`src/rtl/core/tqs_pkg.sv`:
```
// Shared types and codes for the task queue and timer scheduler.
package tqs_pkg;
   typedef enum logic [2:0] {
      FUNC_ENQUEUE  = 3'd0,
      FUNC_STOP     = 3'd1,
      FUNC_ARM      = 3'd2,
      FUNC_DISPATCH = 3'd3,
      FUNC_TICK     = 3'd4
   } func_type;

   localparam logic [1:0] STATUS_OK         = 2'd0;
   localparam logic [1:0] STATUS_QUEUE_FULL = 2'd1;
   localparam logic [1:0] STATUS_TIMER_FULL = 2'd2;

   localparam logic [4:0] LOST_MAX = 5'd31;

   typedef enum logic [5:0] {
      ST_IDLE    = 6'b000001,
      ST_QSCAN   = 6'b000010,
      ST_QSHIFT  = 6'b000100,
      ST_TSCAN   = 6'b001000,
      ST_TSHIFT  = 6'b010000,
      ST_RESP    = 6'b100000
   } state_type;
endpackage

```
`src/rtl/core/task_queue_and_timer_scheduler_top.sv`:
```
// Task queue with software timers: top level.
// The block is not ready while a request is being worked on. Enqueue and
// unused codes go straight to the response state; dispatch walks the queue
// one slot a cycle, shifting it forward; tick walks the timer table one slot a
// cycle through one shared compare/decrement unit; arm makes a match pass and,
// if no slot matches, a free-slot pass; stop scans the queue and shifts it
// when the task is found, then does the same on the timer table. The
// result is held in an output register; a new request is taken once the result
// has been handed off. Unused func codes answer all zero. No clearing pass
// after reset: all stores are flip-flops cleared at once.
module task_queue_and_timer_scheduler_top #(
   parameter int QUEUE_SLOTS  = 16,
   parameter int TIMER_SLOTS  = 16,
   parameter int TASK_ID_BITS = 8
) (
   input  logic        clock,
   input  logic        reset,
   input  logic        req_valid,
   output logic        req_ready,
   input  logic [2:0]  req_func,
   input  logic [7:0]  req_task_id,
   input  logic [31:0] req_delay_ticks,
   output logic        rsp_valid,
   input  logic        rsp_ready,
   output logic [7:0]  rsp_run_task,
   output logic [1:0]  rsp_status,
   output logic [4:0]  rsp_dropped_count
);
   localparam int QW = $clog2(QUEUE_SLOTS);
   localparam int TW = $clog2(TIMER_SLOTS);
   localparam int CW = $clog2(QUEUE_SLOTS + 1);

   tqs_pkg::state_type state_ff, state_in;
   logic [TASK_ID_BITS-1:0] queue_ff [QUEUE_SLOTS];
   logic [TASK_ID_BITS-1:0] ttask_ff [TIMER_SLOTS];
   logic [31:0]             tcount_ff [TIMER_SLOTS];
   logic [CW-1:0]           count_ff;
   logic [2:0]              func_ff;
   logic [TASK_ID_BITS-1:0] id_ff;
   logic [31:0]             delay_ff;
   logic [QW-1:0]           qidx_ff;
   logic [TW-1:0]           tidx_ff;
   logic                    pass_ff;   // arm: 0 match pass, 1 free pass
   logic [4:0]              lost_ff;
   logic                    rsp_valid_ff;
   logic [7:0]              run_ff;
   logic [1:0]              status_ff;

   logic [TASK_ID_BITS-1:0] id_w;
   logic [TASK_ID_BITS-1:0] cur_task;
   logic [31:0]             cur_cnt;
   logic                    q_last, t_last;
   logic                    q_full;

   assign id_w     = TASK_ID_BITS'(req_task_id);
   assign cur_task = ttask_ff[tidx_ff];
   assign cur_cnt  = tcount_ff[tidx_ff];
   assign q_last   = ({{(32-QW){1'b0}}, qidx_ff} + 32'd1) >= 32'(count_ff);
   assign t_last   = {{(32-TW){1'b0}}, tidx_ff} == 32'(TIMER_SLOTS - 1);
   assign q_full   = 32'(count_ff) >= 32'(QUEUE_SLOTS);

   assign req_ready         = state_ff == tqs_pkg::ST_IDLE && !rsp_valid_ff;
   assign rsp_valid         = rsp_valid_ff;
   assign rsp_run_task      = run_ff;
   assign rsp_status        = status_ff;
   assign rsp_dropped_count = lost_ff;

   always_comb begin
      state_in = state_ff;
      case (state_ff)
         tqs_pkg::ST_IDLE: begin
            if (req_valid && req_ready) begin
               case (req_func)
                  tqs_pkg::FUNC_STOP:     state_in = tqs_pkg::ST_QSCAN;
                  tqs_pkg::FUNC_DISPATCH: state_in = tqs_pkg::ST_QSHIFT;
                  tqs_pkg::FUNC_ARM, tqs_pkg::FUNC_TICK:
                                          state_in = tqs_pkg::ST_TSCAN;
                  default:                state_in = tqs_pkg::ST_RESP;
               endcase
            end
         end
         tqs_pkg::ST_QSCAN: begin
            if (count_ff == '0 || (queue_ff[qidx_ff] == id_ff && id_ff != '0))
               state_in = tqs_pkg::ST_QSHIFT;
            else if (q_last)
               state_in = tqs_pkg::ST_TSCAN;
         end
         tqs_pkg::ST_QSHIFT: begin
            if (count_ff == '0 || q_last)
               state_in = (func_ff == tqs_pkg::FUNC_STOP) ? tqs_pkg::ST_TSCAN
                                                          : tqs_pkg::ST_RESP;
         end
         tqs_pkg::ST_TSCAN: begin
            if (func_ff == tqs_pkg::FUNC_STOP) begin
               if (cur_task == id_ff) state_in = tqs_pkg::ST_TSHIFT;
               else if (t_last)       state_in = tqs_pkg::ST_RESP;
            end else if (func_ff == tqs_pkg::FUNC_ARM) begin
               if ((!pass_ff && cur_task == id_ff) || (pass_ff && cur_task == '0))
                  state_in = tqs_pkg::ST_RESP;
               else if (t_last && pass_ff)
                  state_in = tqs_pkg::ST_RESP;
            end else if (t_last) begin
               state_in = tqs_pkg::ST_RESP;
            end
         end
         tqs_pkg::ST_TSHIFT: if (t_last) state_in = tqs_pkg::ST_RESP;
         tqs_pkg::ST_RESP: state_in = tqs_pkg::ST_IDLE;
         default: state_in = tqs_pkg::ST_IDLE;
      endcase
   end

   always_ff @(posedge clock) begin
      if (reset) begin
         state_ff     <= tqs_pkg::ST_IDLE;
         count_ff     <= '0;
         rsp_valid_ff <= 1'b0;
         for (int i = 0; i < QUEUE_SLOTS; i++) queue_ff[i] <= '0;
         for (int i = 0; i < TIMER_SLOTS; i++) begin
            ttask_ff[i]  <= '0;
            tcount_ff[i] <= '0;
         end
      end else begin
         state_ff <= state_in;
         if (rsp_valid_ff && rsp_ready) rsp_valid_ff <= 1'b0;
         case (state_ff)
            tqs_pkg::ST_IDLE: begin
               if (req_valid && req_ready) begin
                  func_ff  <= req_func;
                  id_ff    <= id_w;
                  delay_ff <= req_delay_ticks;
                  qidx_ff  <= '0;
                  tidx_ff  <= '0;
                  pass_ff  <= 1'b0;
                  lost_ff  <= '0;
                  run_ff   <= (req_func == tqs_pkg::FUNC_DISPATCH && count_ff != '0)
                              ? 8'(queue_ff[0]) : 8'd0;
                  status_ff <= (req_func == tqs_pkg::FUNC_ENQUEUE && id_w != '0 && q_full)
                               ? tqs_pkg::STATUS_QUEUE_FULL : tqs_pkg::STATUS_OK;
                  if (req_func == tqs_pkg::FUNC_ENQUEUE && id_w != '0 && !q_full) begin
                     queue_ff[count_ff[QW-1:0]] <= id_w;
                     count_ff <= count_ff + 1'b1;
                  end
               end
            end
            tqs_pkg::ST_QSCAN: begin
               if (!(count_ff == '0 || (queue_ff[qidx_ff] == id_ff && id_ff != '0))) begin
                  if (!q_last) qidx_ff <= qidx_ff + 1'b1;
               end
            end
            tqs_pkg::ST_QSHIFT: begin
               if (count_ff != '0) begin
                  if (q_last) begin
                     queue_ff[qidx_ff] <= '0;
                     count_ff <= count_ff - 1'b1;
                  end else begin
                     queue_ff[qidx_ff] <= queue_ff[qidx_ff + 1'b1];
                     qidx_ff <= qidx_ff + 1'b1;
                  end
               end
            end
            tqs_pkg::ST_TSCAN: begin
               if (func_ff == tqs_pkg::FUNC_STOP) begin
                  if (cur_task != id_ff && !t_last) tidx_ff <= tidx_ff + 1'b1;
               end else if (func_ff == tqs_pkg::FUNC_ARM) begin
                  if (!pass_ff && cur_task == id_ff) begin
                     tcount_ff[tidx_ff] <= delay_ff;
                  end else if (pass_ff && cur_task == '0) begin
                     ttask_ff[tidx_ff]  <= id_ff;
                     tcount_ff[tidx_ff] <= delay_ff;
                  end else if (t_last) begin
                     if (pass_ff) status_ff <= tqs_pkg::STATUS_TIMER_FULL;
                     pass_ff <= 1'b1;
                     tidx_ff <= '0;
                  end else tidx_ff <= tidx_ff + 1'b1;
               end else begin
                  // tick: one slot per cycle through the shared decrementer
                  if (cur_task != '0) begin
                     if (cur_cnt != '0) tcount_ff[tidx_ff] <= cur_cnt - 32'd1;
                     else begin
                        ttask_ff[tidx_ff] <= '0;
                        if (q_full) begin
                           if (lost_ff != tqs_pkg::LOST_MAX) lost_ff <= lost_ff + 1'b1;
                           status_ff <= tqs_pkg::STATUS_QUEUE_FULL;
                        end else begin
                           queue_ff[count_ff[QW-1:0]] <= cur_task;
                           count_ff <= count_ff + 1'b1;
                        end
                     end
                  end
                  if (!t_last) tidx_ff <= tidx_ff + 1'b1;
               end
            end
            tqs_pkg::ST_TSHIFT: begin
               if (t_last) begin
                  ttask_ff[tidx_ff]  <= '0;
                  tcount_ff[tidx_ff] <= '0;
               end else begin
                  ttask_ff[tidx_ff]  <= ttask_ff[tidx_ff + 1'b1];
                  tcount_ff[tidx_ff] <= tcount_ff[tidx_ff + 1'b1];
                  tidx_ff <= tidx_ff + 1'b1;
               end
            end
            tqs_pkg::ST_RESP: rsp_valid_ff <= 1'b1;
            default: ;
         endcase
      end
   end
endmodule

```
`config.mk`:
```
export PLATFORM = sky130hd
export DESIGN_NAME = task_queue_and_timer_scheduler_top
export DESIGN_NICKNAME = d
export VERILOG_FILES = /design/src/rtl/core/tqs_pkg.sv /design/src/rtl/core/task_queue_and_timer_scheduler_top.sv
export SDC_FILE = /design/constraint.sdc
export NUM_CORES = 2
export LEC_CHECK = 0
export BUFFER_PORTS_ARGS = -buffer_cell sky130_fd_sc_hd__buf_2
export CORE_MARGIN = 5
export CORE_UTILIZATION = 39
export DETAILED_ROUTE_END_ITERATION = 10
export SLEW_MARGIN = 20
export SYNTH_ARGS = -nofsm -noshare
export SYNTH_HDL_FRONTEND = slang
export SYNTH_SLANG_ARGS = --single-unit
```
`constraint.sdc`:
```
create_clock -name clock -period 9 [get_ports clock]
set_clock_uncertainty 0.1 [all_clocks]
set_input_delay 1.35 -clock clock [delete_from_list [all_inputs] [get_ports clock]]
set_output_delay 1.35 -clock clock [all_outputs]
set_load 0.01 [all_outputs]
```
==> results_dict.tcl <==
set metrics [dict create \
    hold_viol 0 \
    die_w_um 350 \
    met1_length_mm 56.2 \
    die_h_um 350 \
    post-route-min-period_ps 6930 \
    synth_cells 3156 \
    finalCritPeriodShare 0.770 \
    routedWlPerCell_um 30.6 \
    yosysSeqAreaShare 0.566 \
    maxCapViolCount 0 \
    dr.pass1.iters 7 \
    cts_resized 0 \
    wl_met2_mm 68.2 \
    ant_nets 0 \
    grt_usage 0.236 \
    numCtsBuffers 96 \
    rows 124 \
    clock_latency_ps 700 \
    ctsHtreeMaxLevel 3 \
    worstPathRequired_ps 9070 \
    seqPwrFrac 0.416 \
    hp-class "flop to flop" \
    synth_nets 3222 \
    p_leak_nw 17.1 \
    avgSynthCellArea_um2 14.3 \
    overflow 0 \
    cp-start-kind "flop" \
    relSlewSlack 0.222 \
    intPower_mw 7.95 \
    start_util 0.393 \
    arrival_ps 7000 \
    boundaryPins 64 \
    met3_length_mm 15.4 \
    routed_wirelength_mm 146 \
    topRoutingLayerUsed "met4" \
    peakVddDrop_uv 168 \
    cts_tree "done" \
    final_nets 3230 \
    vias_per_cell 6.29 \
    drive_above_1_share 0.252 \
    yosys_warnings 0 \
    power_density_nw_per_um2 226 \
    ys.flop_type "edfxtp_1" \
    critPathMaxFanout 35 \
    grt_max_degree 112 \
    cts_sinks 855 \
    drt_iter0_drc 4225 \
    vias 29900 \
    syn_area_um2 45000 \
    drc 0 \
    grt_pass1_wl_mm 212 \
    grt_pass1_vias 29900 \
    p_comb_frac 0.242 \
    end_kind "flop" \
    status "finished, final reports clean" \
    switching_share 0.301 \
    post-place-ws_ps 2180 \
    max_slew.worst_pin.slew_ps 1160 \
    ctsHoldBuffers 0 \
    synth-edff-count 835 \
    antenna_found_initial 2 \
    tns_ps 0 \
    post_cts.repair.setup_buffers 0 \
    gp_congestion 0.893 \
    coreArea_um2 115000 \
    clock.fmax_mhz 144 \
    setup_viol 0 \
    die-area_um2 122000 \
    netlist-cell-type-count 75 \
    dp_hpwl_mm 90.0 \
    power_switching_mw 3.43 \
    syn_to_final_growth_pct 11.9 \
    io_buffer_count 63 \
    p_clk_frac 0.342 \
    finalWorstSetupSlack_ps 2070 \
    ys_seq_elements 855 \
    cts.path.max_buffers 3 \
    root_buffer "clkbuf_16" \
    cts.clk_slew.worst_paths_ps 60 \
    crit_type "flop to flop" \
    rsz0062_at_grt "false" \
    finalMaxSlewViolations 0 \
    synthArstFlopShare 0 \
]
Yosys cell counts, types with 15 or more instances:
master / n / area [um^2]
o21bai_1: 18 / 135
nand3_1: 43 / 215
buf_2: 94 / 470
a22oi_1: 41 / 308
xor2_1: 21 / 184
and2_1: 16 / 100
a221oi_2: 15 / 225
nand2_1: 78 / 293
o21ai_0: 17 / 85.1
clkbuf_1: 135 / 507
ha_1: 18 / 225
mux4_2: 422 / 9500
mux2i_1: 85 / 851
or3_1: 21 / 131
nand2b_1: 38 / 238
xnor2_1: 34 / 298
nor3_1: 28 / 140
nor2_1: 821 / 3080
a221oi_1: 19 / 166
edfxtp_1: 835 / 25100
a21oi_1: 42 / 210
o31ai_1: 15 / 113
buf_1: 28 / 105
dfxtp_1: 20 / 400
o211ai_1: 17 / 128
and3_1: 32 / 200
inv_1: 19 / 71.3
registers in the layout, summed over array words and instances, names as in the netlist, 2 cells and up, named ones only:
signal,flops
rsp_dropped_count,5
ttask_ff,128
qidx_ff,4
delay_ff,32
queue_ff,128
count_ff,5
func_ff,3
state_ff,6
tidx_ff,4
rsp_run_task,8
rsp_status,2
id_ff,8
tcount_ff,512
power groups by stage:
stage / registers [mW] / clock network, mW / logic, mW
global placement: 4.81 / 0 / 2.69
finish: 4.73 / 3.89 / 2.75
detailed placement: 4.81 / 0 / 2.71
CTS: 4.73 / 3.95 / 2.73
floorplan: 4.70 / 0 / 1.95
global route: 4.75 / 4.12 / 2.90
per-layer routing:
metal / track usage / vias to the layer above
met2: 0.376 / 1817
met1: 0.322 / 15500
met5: 0 / -
li1: - / 12300
met3: 0.0516 / 294
met4: 0.0880 / 0
kinds of logic after synthesis:
kind of cell,synth area share
adder cells (fa/ha/maj),0.00545
AO/OA/AOI/OAI,0.0456
buffers and inverters,0.0280
flip-flops,0.566
XOR/XNOR,0.0107
AND/OR/NAND/NOR,0.111
multiplexers,0.233
worst paths after layout:
check	startpoint	to	slack, ps	cells after the start
max reg2reg	flop	tcount_ff[6][4]$_SDFFCE_PN0P_	2070	13
max	flop	tcount_ff[6][4]$_SDFFCE_PN0P_	2070	13
min reg2reg	rsp_valid$_SDFFE_PP0P_	rsp_valid$_SDFFE_PP0P_	400	2
min	rsp_valid$_SDFFE_PP0P_	rsp_valid$_SDFFE_PP0P_	400	2
final cells by class:
class                           instances  area [um^2]
Inverter                               19         72.6
Tap cell                             1512         1890
Multi-Input combinational cell       2013        18500
Sequential cell                       855        25500
Clock buffer                          108         2460
Timing Repair Buffer                  179         1290
Antenna cell                            1         2.50
Clock inverter                         69          608
Fill cell                           10300        64200
per-stage QoR:
stage	utilization	total power [mW]	cell area, um^2	hold WS [ps]	std cells
2_1_floorplan	-	6.65	45000	380	3156
3_3_place_gp	0.411	7.50	47100	394	4567
3_5_place_dp	0.412	7.52	47200	395	4572
4_1_cts	0.439	11.4	50200	406	4749
5_1_grt	0.439	11.8	50300	440	4755
6_report	0.440	11.4	50300	400	4756
layout by cell type, fill, tap and decap left out, types with 7 or more instances in the layout:
| cell type | instances |
|---|---|
| bufinv_16 | 9 |
| or3_1 | 21 |
| o21bai_1 | 18 |
| mux2i_1 | 85 |
| nand2b_1 | 22 |
| xnor2_1 | 34 |
| nor3_1 | 25 |
| mux4_2 | 422 |
| a22oi_1 | 41 |
| and3_1 | 32 |
| nor2_1 | 819 |
| a221oi_2 | 14 |
| o211ai_1 | 17 |
| ha_1 | 16 |
| buf_2 | 63 |
| nand2b_2 | 15 |
| a22o_1 | 8 |
| clkinv_2 | 19 |
| o31ai_1 | 15 |
| clkbuf_16 | 96 |
| nor4_1 | 10 |
| inv_1 | 17 |
| nor2b_1 | 12 |
| buf_12 | 8 |
| buf_4 | 105 |
| edfxtp_1 | 835 |
| dfxtp_1 | 15 |
| mux2_2 | 12 |
| a21o_1 | 13 |
| a221oi_1 | 19 |
| nand2_1 | 78 |
| nand4_1 | 11 |
| a21oi_1 | 41 |
| nand3_1 | 43 |
| nand4b_1 | 7 |
| o21ai_0 | 17 |
| clkbuf_1 | 11 |
| and2_1 | 16 |
| clkinv_1 | 32 |
| xor2_1 | 19 |
critical path, stage by stage, from the launching register on:
cell,delay (ps)
dfxtp_4,810
buf_12,350
mux4_2,540
a22o_1,250
a221oi_1,500
nor3b_1,680
and4_1,590
and4_1,260
buf_4,290
nor2_4,150
buf_4,350
o211ai_1,250
buf_4,480
nand2b_2,740
No activity file was read; power rests on OpenSTA's default activity.
